File: src/rtl/filter_life_usage_meter_defines.svh
// ----------------------------------------------------------------------------
// Filter life usage meter: assertion macros
// Clocked on clk, disabled while arst_n is low. Empty when SYNTH is defined.
// ----------------------------------------------------------------------------
`ifndef FILTER_LIFE_USAGE_METER_DEFINES_SVH
`define FILTER_LIFE_USAGE_METER_DEFINES_SVH

`ifndef SYNTH
// property must hold at every clock edge out of reset
`define FLUM_ASSERT(lbl, prop, msg) \
	lbl: assert property (@(posedge clk) disable iff (!arst_n) (prop)) else $error(msg);
// expression must never be true out of reset
`define FLUM_NEVER(lbl, expr, msg) \
	lbl: assert property (@(posedge clk) disable iff (!arst_n) !(expr)) else $error(msg);
`else
`define FLUM_ASSERT(lbl, prop, msg)
`define FLUM_NEVER(lbl, expr, msg)
`endif

`endif

File: src/rtl/flum_pkg.sv
// ----------------------------------------------------------------------------
// Filter life usage meter: package
// Codes, fixed widths and shared types of the meter and its percent divider.
// ----------------------------------------------------------------------------
package flum_pkg;

	localparam int USAGE_W = 32;
	localparam int AIR_W   = 16;
	localparam int PCT_W   = 7;
	// usage * 100 needs seven more bits than the usage total
	localparam int PROD_W  = USAGE_W + PCT_W;
	localparam int CNT_W   = $clog2(PROD_W + 1);

	localparam logic [PCT_W-1:0] PCT_FULL = 7'd100;

	localparam logic [15:0] SPEED_EDGE_ONE   = 16'd400;
	localparam logic [15:0] SPEED_EDGE_TWO   = 16'd800;
	localparam logic [15:0] SPEED_EDGE_THREE = 16'd1200;

	typedef enum logic [2:0] {
		MODE_SAMPLE = 3'd0,
		MODE_TICK   = 3'd1,
		MODE_RESET  = 3'd2,
		MODE_EXPIRE = 3'd3,
		MODE_LOAD   = 3'd4
	} mode_t;

	typedef enum logic [2:0] {
		REG_AIR_STOP  = 3'd0,
		REG_AIR_ONE   = 3'd1,
		REG_AIR_TWO   = 3'd2,
		REG_AIR_THREE = 3'd3,
		REG_AIR_FOUR  = 3'd4,
		REG_LIFE_PRE  = 3'd5,
		REG_LIFE_SEC  = 3'd6
	} reg_idx_t;

	typedef enum logic [1:0] {
		STATUS_GOOD    = 2'd0,
		STATUS_WARN    = 2'd1,
		STATUS_REPLACE = 2'd2
	} status_t;

	typedef enum logic [1:0] {
		ST_IDLE,
		ST_LOAD,
		ST_RUN,
		ST_HOLD
	} flum_state_t;

	// divider status towards the control logic
	typedef struct packed {
		logic busy;
		logic done;
	} div_stat_t;

endpackage

File: src/rtl/flum_pct_div.sv
// ----------------------------------------------------------------------------
// Filter life usage meter: percent divider
// Bit-serial restoring division of usage * 100 by the lifespan, one quotient
// bit per cycle, with the zero-lifespan and worn-out cases settled at start.
// ----------------------------------------------------------------------------
module flum_pct_div (
	input  logic                                  clk,
	input  logic                                  arst_n,
	input  logic                                  start,
	input  logic [flum_pkg::USAGE_W-1:0]          usage,
	input  logic [flum_pkg::USAGE_W-1:0]          life,
	output logic [flum_pkg::PCT_W-1:0]            pct,
	output flum_pkg::div_stat_t                   stat
);
	import flum_pkg::*;

	logic [PROD_W-1:0]  num_q;
	logic [USAGE_W-1:0] rem_q;
	logic [USAGE_W-1:0] life_q;
	logic [PCT_W-1:0]   quo_q;
	logic [CNT_W-1:0]   cnt_q;
	logic               busy_q;
	logic               done_q;
	logic               zero_q;
	logic               full_q;

	logic [PROD_W-1:0]  prod;
	logic [USAGE_W:0]   trial;
	logic [USAGE_W+1:0] diff;
	logic               ge;

	// usage * 100 as three shifted copies: 64 + 32 + 4
	always_comb begin
		prod = (PROD_W'(usage) << 6) + (PROD_W'(usage) << 5) + (PROD_W'(usage) << 2);
	end

	// one restoring step: bring down the next numerator bit, try a subtract
	always_comb begin
		trial = {rem_q, num_q[PROD_W-1]};
		diff  = {1'b0, trial} - {2'b00, life_q};
		ge    = ~diff[USAGE_W+1];
	end

	// control
	always_ff @(posedge clk or negedge arst_n) begin
		if (!arst_n) begin
			busy_q <= 1'b0;
			done_q <= 1'b0;
			cnt_q  <= '0;
		end else begin
			done_q <= 1'b0;
			if (start) begin
				busy_q <= 1'b1;
				cnt_q  <= CNT_W'(PROD_W);
			end else if (busy_q) begin
				cnt_q <= cnt_q - 1'b1;
				if (cnt_q == CNT_W'(1)) begin
					busy_q <= 1'b0;
					done_q <= 1'b1;
				end
			end
		end
	end

	// datapath: numerator shifts out MSB first, quotient shifts in
	always_ff @(posedge clk) begin
		if (start) begin
			num_q  <= prod;
			rem_q  <= '0;
			quo_q  <= '0;
			life_q <= life;
			zero_q <= (life == '0);
			full_q <= (usage >= life);
		end else if (busy_q) begin
			num_q <= num_q << 1;
			rem_q <= ge ? diff[USAGE_W-1:0] : trial[USAGE_W-1:0];
			quo_q <= {quo_q[PCT_W-2:0], ge};
		end
	end

	// below the lifespan the quotient is under 100 and fits seven bits
	always_comb begin
		if (zero_q)
			pct = '0;
		else if (full_q)
			pct = PCT_FULL;
		else
			pct = quo_q;
		stat.busy = busy_q;
		stat.done = done_q;
	end

endmodule

File: src/rtl/filter_life_usage_meter.sv
// ----------------------------------------------------------------------------
// Filter life usage meter
// Tracks airflow wear on a pre filter and a second filter and reports the
// percent of life used, a status and a save request for every transaction.
// ----------------------------------------------------------------------------
//
//   channel | handshake            | payload
//   --------+----------------------+----------------------------------------
//   in      | in_valid / in_stall  | mode, rpm, filter_sel, usage_value
//   out     | out_valid / out_stall| pre/second_percent, pre/second_status,
//           |                      | save_due
//   cfg     | cfg_we               | cfg_index, cfg_wdata
//
// Totals are updated at the accepting edge. The item then passes through the
// states LOAD (the dividers load), RUN (bit-serial divide steps over the
// 39-bit usage * 100 product, until both dividers are done) and HOLD (hand
// over to the output register, waiting while it is full and stalled). The
// next item is accepted once the result is in the output register, even if
// it is still stalled. No clearing pass after reset.
//
`include "filter_life_usage_meter_defines.svh"

module filter_life_usage_meter #(
	parameter int SAVE_INTERVAL    = 20,
	parameter int ALARM_PCT_PRE    = 80,
	parameter int ALARM_PCT_SECOND = 80
) (
	input  logic                              clk,
	input  logic                              arst_n,
	// configuration
	input  logic                              cfg_we,
	input  logic [2:0]                        cfg_index,
	input  logic [flum_pkg::USAGE_W-1:0]      cfg_wdata,
	// input transactions
	input  logic                              in_valid,
	output logic                              in_stall,
	input  logic [2:0]                        mode,
	input  logic [15:0]                       rpm,
	input  logic                              filter_sel,
	input  logic [flum_pkg::USAGE_W-1:0]      usage_value,
	// result transactions
	output logic                              out_valid,
	input  logic                              out_stall,
	output logic [flum_pkg::PCT_W-1:0]        pre_percent,
	output logic [flum_pkg::PCT_W-1:0]        second_percent,
	output logic [1:0]                        pre_status,
	output logic [1:0]                        second_status,
	output logic                              save_due
);
	import flum_pkg::*;

	localparam logic [7:0]       SAVE_RELOAD = 8'(SAVE_INTERVAL);
	localparam logic [PCT_W-1:0] ALARM_PRE   = PCT_W'(ALARM_PCT_PRE);
	localparam logic [PCT_W-1:0] ALARM_SEC   = PCT_W'(ALARM_PCT_SECOND);

	function automatic status_t status_of(input logic [PCT_W-1:0] pct,
	                                      input logic [PCT_W-1:0] alarm);
		if (pct >= PCT_FULL)
			return STATUS_REPLACE;
		else if (pct >= alarm)
			return STATUS_WARN;
		else
			return STATUS_GOOD;
	endfunction

	flum_state_t        state_q, state_d;
	logic [AIR_W-1:0]   airflow_q [5];
	logic [USAGE_W-1:0] life_q [2];
	logic [USAGE_W-1:0] total_q [2];
	logic [USAGE_W-1:0] total_d [2];
	logic [7:0]         count_q, count_d;
	logic               save_q, save_d;
	logic               out_valid_q;
	logic [PCT_W-1:0]   pre_pct_q, sec_pct_q;
	status_t            pre_status_q, sec_status_q;
	logic               save_due_q;

	logic               in_accept;
	logic               out_load;
	logic               div_start;
	logic [2:0]         speed;
	logic [AIR_W-1:0]   air_amt;
	logic [USAGE_W:0]   sum [2];
	logic [PCT_W-1:0]   pre_pct, sec_pct;
	div_stat_t          pre_stat, sec_stat;

	assign in_accept = in_valid & ~in_stall;

	// configuration registers
	always_ff @(posedge clk or negedge arst_n) begin
		if (!arst_n) begin
			for (int i = 0; i < 5; i++)
				airflow_q[i] <= '0;
			life_q[0] <= '0;
			life_q[1] <= '0;
		end else if (cfg_we) begin
			case (cfg_index) inside
				[REG_AIR_STOP:REG_AIR_FOUR]: airflow_q[cfg_index] <= cfg_wdata[AIR_W-1:0];
				REG_LIFE_PRE:                life_q[0] <= cfg_wdata;
				REG_LIFE_SEC:                life_q[1] <= cfg_wdata;
				default: ;
			endcase
		end
	end

	// fan speed bucket
	always_comb begin
		if (rpm == 16'd0)
			speed = 3'd0;
		else if (rpm <= SPEED_EDGE_ONE)
			speed = 3'd1;
		else if (rpm <= SPEED_EDGE_TWO)
			speed = 3'd2;
		else if (rpm <= SPEED_EDGE_THREE)
			speed = 3'd3;
		else
			speed = 3'd4;
		air_amt = airflow_q[speed];
	end

	// next totals, countdown and save flag for the accepted transaction
	always_comb begin
		total_d = total_q;
		count_d = count_q;
		save_d  = 1'b0;
		for (int f = 0; f < 2; f++)
			sum[f] = {1'b0, total_q[f]} + (USAGE_W+1)'(air_amt);
		case (mode_t'(mode))
			MODE_SAMPLE: begin
				for (int f = 0; f < 2; f++) begin
					if (total_q[f] < life_q[f]) begin
						if (sum[f] > {1'b0, life_q[f]})
							total_d[f] = life_q[f];
						else
							total_d[f] = sum[f][USAGE_W-1:0];
					end
				end
			end
			MODE_TICK: begin
				if (count_q != 8'd0) begin
					count_d = count_q - 8'd1;
					if (count_q == 8'd1) begin
						save_d  = 1'b1;
						count_d = SAVE_RELOAD;
					end
				end
			end
			MODE_RESET: begin
				total_d[filter_sel] = '0;
				save_d = 1'b1;
			end
			MODE_EXPIRE: begin
				total_d[filter_sel] = life_q[filter_sel];
				save_d = 1'b1;
			end
			MODE_LOAD: begin
				total_d[filter_sel] = usage_value;
				save_d = 1'b1;
			end
			default: ;
		endcase
	end

	// state registers
	always_ff @(posedge clk or negedge arst_n) begin
		if (!arst_n) begin
			state_q    <= ST_IDLE;
			total_q[0] <= '0;
			total_q[1] <= '0;
			count_q    <= SAVE_RELOAD;
			save_q     <= 1'b0;
		end else begin
			state_q <= state_d;
			if (in_accept) begin
				total_q <= total_d;
				count_q <= count_d;
				save_q  <= save_d;
			end
		end
	end

	// percent dividers, one per filter, run in lockstep
	flum_pct_div u_div_pre (
		.clk    (clk),
		.arst_n (arst_n),
		.start  (div_start),
		.usage  (total_q[0]),
		.life   (life_q[0]),
		.pct    (pre_pct),
		.stat   (pre_stat)
	);

	flum_pct_div u_div_sec (
		.clk    (clk),
		.arst_n (arst_n),
		.start  (div_start),
		.usage  (total_q[1]),
		.life   (life_q[1]),
		.pct    (sec_pct),
		.stat   (sec_stat)
	);

	// sequencer: next state
	always_comb begin
		state_d = state_q;
		case (state_q)
			ST_IDLE: if (in_valid) state_d = ST_LOAD;
			ST_LOAD: state_d = ST_RUN;
			ST_RUN:  if (pre_stat.done && sec_stat.done) state_d = ST_HOLD;
			ST_HOLD: if (!out_valid_q || !out_stall) state_d = ST_IDLE;
			default: state_d = ST_IDLE;
		endcase
	end

	// sequencer: outputs
	always_comb begin
		in_stall  = (state_q != ST_IDLE);
		div_start = (state_q == ST_LOAD);
		out_load  = (state_q == ST_HOLD) && (!out_valid_q || !out_stall);
	end

	// output register
	always_ff @(posedge clk or negedge arst_n) begin
		if (!arst_n)
			out_valid_q <= 1'b0;
		else if (out_load)
			out_valid_q <= 1'b1;
		else if (!out_stall)
			out_valid_q <= 1'b0;
	end

	always_ff @(posedge clk) begin
		if (out_load) begin
			pre_pct_q    <= pre_pct;
			sec_pct_q    <= sec_pct;
			pre_status_q <= status_of(pre_pct, ALARM_PRE);
			sec_status_q <= status_of(sec_pct, ALARM_SEC);
			save_due_q   <= save_q;
		end
	end

	assign out_valid      = out_valid_q;
	assign pre_percent    = pre_pct_q;
	assign second_percent = sec_pct_q;
	assign pre_status     = pre_status_q;
	assign second_status  = sec_status_q;
	assign save_due       = save_due_q;

	// checks
	`FLUM_ASSERT(a_accept_loads, in_accept |=> state_q == ST_LOAD, "accepted item did not start")
	`FLUM_NEVER(a_idle_busy, state_q == ST_IDLE && (pre_stat.busy || sec_stat.busy), "divider busy in idle")
	`FLUM_NEVER(a_count_zero, count_q == 8'd0, "save countdown reached zero")
	`FLUM_ASSERT(a_pct_range, out_valid_q |-> (pre_pct_q <= PCT_FULL && sec_pct_q <= PCT_FULL), "percent above full")
	`FLUM_ASSERT(a_replace_full, out_valid_q |-> ((pre_status_q == STATUS_REPLACE) == (pre_pct_q == PCT_FULL)), "pre status does not match percent")

endmodule

File: config.mk
export PLATFORM = sky130hd
export DESIGN_NAME = filter_life_usage_meter
export DESIGN_NICKNAME = d
export VERILOG_FILES = /design/src/rtl/flum_pkg.sv /design/src/rtl/flum_pct_div.sv /design/src/rtl/filter_life_usage_meter.sv
export VERILOG_INCLUDE_DIRS = /design/src /design/src/rtl
export SDC_FILE = /design/constraint.sdc
export NUM_CORES = 2
export LEC_CHECK = 0
export ABC_AREA = 1
export CAP_MARGIN = 10
export CORE_MARGIN = 8
export CORE_UTILIZATION = 55
export CTS_CLUSTER_DIAMETER = 120
export CTS_CLUSTER_SIZE = 14
export DETAILED_ROUTE_END_ITERATION = 6
export DONT_BUFFER_PORTS = 1
export PLACE_DENSITY = 0.72
export SYNTH_ARGS = -nofsm -noshare
export SYNTH_HDL_FRONTEND = slang
export SYNTH_SLANG_ARGS = --single-unit
File: constraint.sdc
create_clock -name clk -period 4.73 [get_ports clk]
set_input_delay 0.2365 -clock clk [delete_from_list [all_inputs] [get_ports clk]]
set_output_delay 0.2365 -clock clk [all_outputs]
set_load 0.02 [all_outputs]
==> impl_results.md <==
* Status: complete, but fails checks
* Violated checks: hold timing
* RSZ-0062 raised after global routing: true
* Total number of H-tree levels at 2
* Clock root buffer: clkbuf_16
* Drt pass-1 iters at 6
* Most Crowded Layer GR: met2
* Cell Area, Placed at between 0.03 and 0.04 mm^2
* Worst EP required at about 5.2 ns
* Reg2reg path depth at 27
* CP Max Fanout at 7
* Largest net degree at the start of global routing at 237
* Filler instances at 5889
* Vias per inst at 5.96
* RD Place Congestion at between 1 and 1.5
* Global Route met1 Usage at between 40 and 50%
* Vias in the first global route at 33000
* CTS Hold Bufs at 23
* Reg clk slew, reported paths at about 0.080 ns
* Endpoint type of the worst setup path: register
* Worst slew margin at around 16%
* WL final at around 130000 um
* Design area at between 0.04 and 0.05 mm^2
* Global-route wire length before repair at 189000 um
* Final Hold Fails at 236
* Min Hold Slack at -0.651 ns
* CP max-delay cell: ha_1
* CP Class: in -> reg
* Fin nets at 5645
* IO Port Bufs at 0
* CTS tree: done
* IO Count at about 110
* Row cnt at 94
* Synth Flop Type: dfrtp_1
* Yosys cell types at between 50 and 60
* Mapped Nets at around 5400
* Non-Filler Instances at 6055
* Total GRT Usage at a little under a third
* Via count at roughly 36000
* Fin crit period at about 4.6 ns
* Worst Path Arrival at 5.12 ns
* GR Layer Usage met2 at around 47%
* Area grow syn2layout at 16.7%
* Die span in x at ~270 um
* Cells after synthesis at 4938
* Initial antenna violation count at 6
* Final HPWL from detailed placement at around 93000 um
* Placed cells at approximately 5900
* Register area share after synthesis at 33.8%
* Most numerous cell on the critical path: nand2_2
* Fin Setup TNS at 0 ns
* Starting Density at 55.5%
* GR Layer Usage met3 at roughly a tenth
* Std-Cell Core Area at around 0.066 mm^2
* Max-Cap Viols at 0
* DIE AREA at roughly 0.075 mm^2
* Largest area contributor in the synthesized netlist: dfrtp_1
* Fmax at 215 MHz
* Number of flops mapped to enable cells by yosys at about 160
* Cell Area, Synth at between 0.03 and 0.04 mm^2
* Total clock buffers created by CTS at 40
* Worst-margin pin slew at 1.25 ns
* Final period utilization at roughly 98%
* Antenna-violating nets left at 0
* Crit path largest cell delay at slightly below 0.4 ns
* Seq cells post-synth at between 400 and 500
* Ranking of synthesized cells by area: dfrtp_1 16%, edfxtp_1 13%, nand2_1 13%
* Synth Warn # at 0
* Mean area per synthesized cell at between 7 and 8 um^2
* Starting DRT DRC Count at roughly 4000
* Max Transition Viols Final at 0
* Worst skew pair latency at roughly 0.62 ns
* Startpoint Class: input pin
* Worst Skew at around 0.044 ns
* Synth top area share at roughly 16%
* Clk sinks at around 480
* # DRC at 0
* DR WL/cell at roughly 21 um
* Final setup viols at 0
* Share of layout cells above drive strength 1 at about 13%
* HP Class: in -> async
* Clk buf depth at 3
* Die Y at between 200 and 300 um
* Global route total overflow at 0
* Async S/R FF share, synth at around half
==> Yosys cell counts (32+ instances only) <==
| cell | number |
|---|---|
| dfrtp_1 | 234 |
| nand4_1 | 58 |
| buf_2 | 33 |
| xnor2_1 | 32 |
| inv_1 | 594 |
| nand2_1 | 1230 |
| fa_1 | 62 |
| nor4_1 | 33 |
| ha_1 | 332 |
| nor2_1 | 374 |
| dfxtp_1 | 78 |
| edfxtp_1 | 161 |
| clkbuf_1 | 113 |
| a31oi_1 | 102 |
| o21ai_0 | 392 |
| nor3_1 | 59 |
| xor2_1 | 83 |
| a21oi_1 | 437 |
| nand3_1 | 291 |
==> kinds of logic after synthesis <==
logic type               count (synthesis)  synth area share [%]
AO/OA/AOI/OAI                         1093                  16.4
XOR/XNOR                               115                  2.77
adder cells (fa/ha/maj)                394                  14.8
buffers and inverters                  759                  8.06
flip-flops                             475                  33.8
AND/OR/NAND/NOR                       2102                  24.1
==> timing repair <==
item | in CTS | in global routing
hold endpoints to repair | 305 | 236
setup buffers | 0 | 31
gates resized for setup | 0 | 343
setup endpoints to repair | 0 | 64
==> metal layers <==
| layer | vias to the layer above | wire [um] | share of wire (%) |
|---|---|---|---|
| met5 | - | 144 | 0.11 |
| met3 | 373 | 14300 | 11 |
| li1 | 17000 | - | - |
| met1 | 17000 | 52600 | 42 |
| met4 | 6 | 5420 | 4.3 |
| met2 | 1715 | 52900 | 42 |
==> cell usage in the layout (no fill, tap or decap), types with 31 or more instances in the layout <==
cell type  count
nand3_2       31
o21ai_0      377
xor2_1        68
ha_1         302
nor2_1       353
nand2_1     1158
buf_4        271
nor3_1        55
nand2_2       56
fa_1          61
edfxtp_1     161
a21oi_1      387
dfrtp_1      234
clkbuf_16     50
nand3_1      260
inv_1        582
dfxtp_1       78
a21oi_2       48
a31oi_1      101
nand4_1       58
==> per-stage QoR <==
stage / hold WS (ns) / setup slack [ns] / utilization (%)
global route: -0.678 / -0.154 / 64.7
CTS: -0.682 / 0.0997 / 61.5
detailed placement: -0.0429 / -0.488 / 59.4
finish: -0.651 / 0.0806 / 64.7
floorplan: -0.0591 / 0.0204 / -
global placement: -0.0439 / -0.496 / 59.4
==> area by class of cell <==
cell class                      instances  area [um^2]  area share (%)
Antenna cell                            6         15.0          0.0354
Clock buffer                           63         1090            2.56
Clock inverter                          5         80.1           0.189
Inverter                              602         2270            5.34
Multi-Input combinational cell       3704        22700            53.4
Sequential cell                       475        12300            29.0
Tap cell                              864         1080            2.55
Timing Repair Buffer                  336         2970            6.99
==> state kept, by name (all words and copies together), names as in the netlist, 2 cells and up <==
signal	flops
pre_status	2
second_status	2
u_div_pre.quo_q	7
u_div_pre.num_q	37
airflow_q	80
u_div_sec.cnt_q	6
u_div_pre.rem_q	32
state_q	2
pre_percent	7
count_q	8
u_div_sec.rem_q	32
total_q	64
life_q	64
u_div_sec.quo_q	7
u_div_sec.life_q	32
u_div_pre.cnt_q	6
second_percent	7
u_div_pre.life_q	32
u_div_sec.num_q	37
==> worst paths after layout <==
| path | slack [ns] | to | start |
|---|---|---|---|
| setup / recovery | 0.08 | total_q[1]$_DFFE_PN0P_ | rpm[6] |
| hold / removal | -0.65 | u_div_pre.cnt_q[5]$_DFFE_PN0P_ | arst_n |
| setup reg to reg | 0.38 | total_q[1]$_DFFE_PN0P_ | airflow_q[64]$_DFFE_PN0P_ |
| hold reg to reg | 0.48 | u_div_sec.rem_q[23]$_SDFFE_PP0P_ | u_div_sec.rem_q[23]$_SDFFE_PP0P_ |
| max in group asynchronous | 4.59 | out_valid$_DFFE_PN0P_ | arst_n |
| min in group clk | 0.01 | life_q[0]$_DFFE_PN0P_ | cfg_wdata[0] |
==> worst max-delay path, delay by kind of cell <==
family	cells	cell delay, ns
buf+inv	9	1.15
compound gates	6	0.80
xor+xnor	1	0.15
simple gates	17	2.17
fa+ha+maj	2	0.58
Power is left out: the tool's default activity adds up to more than one toggle a clock period on the data nets, which glitch-free logic cannot reach.
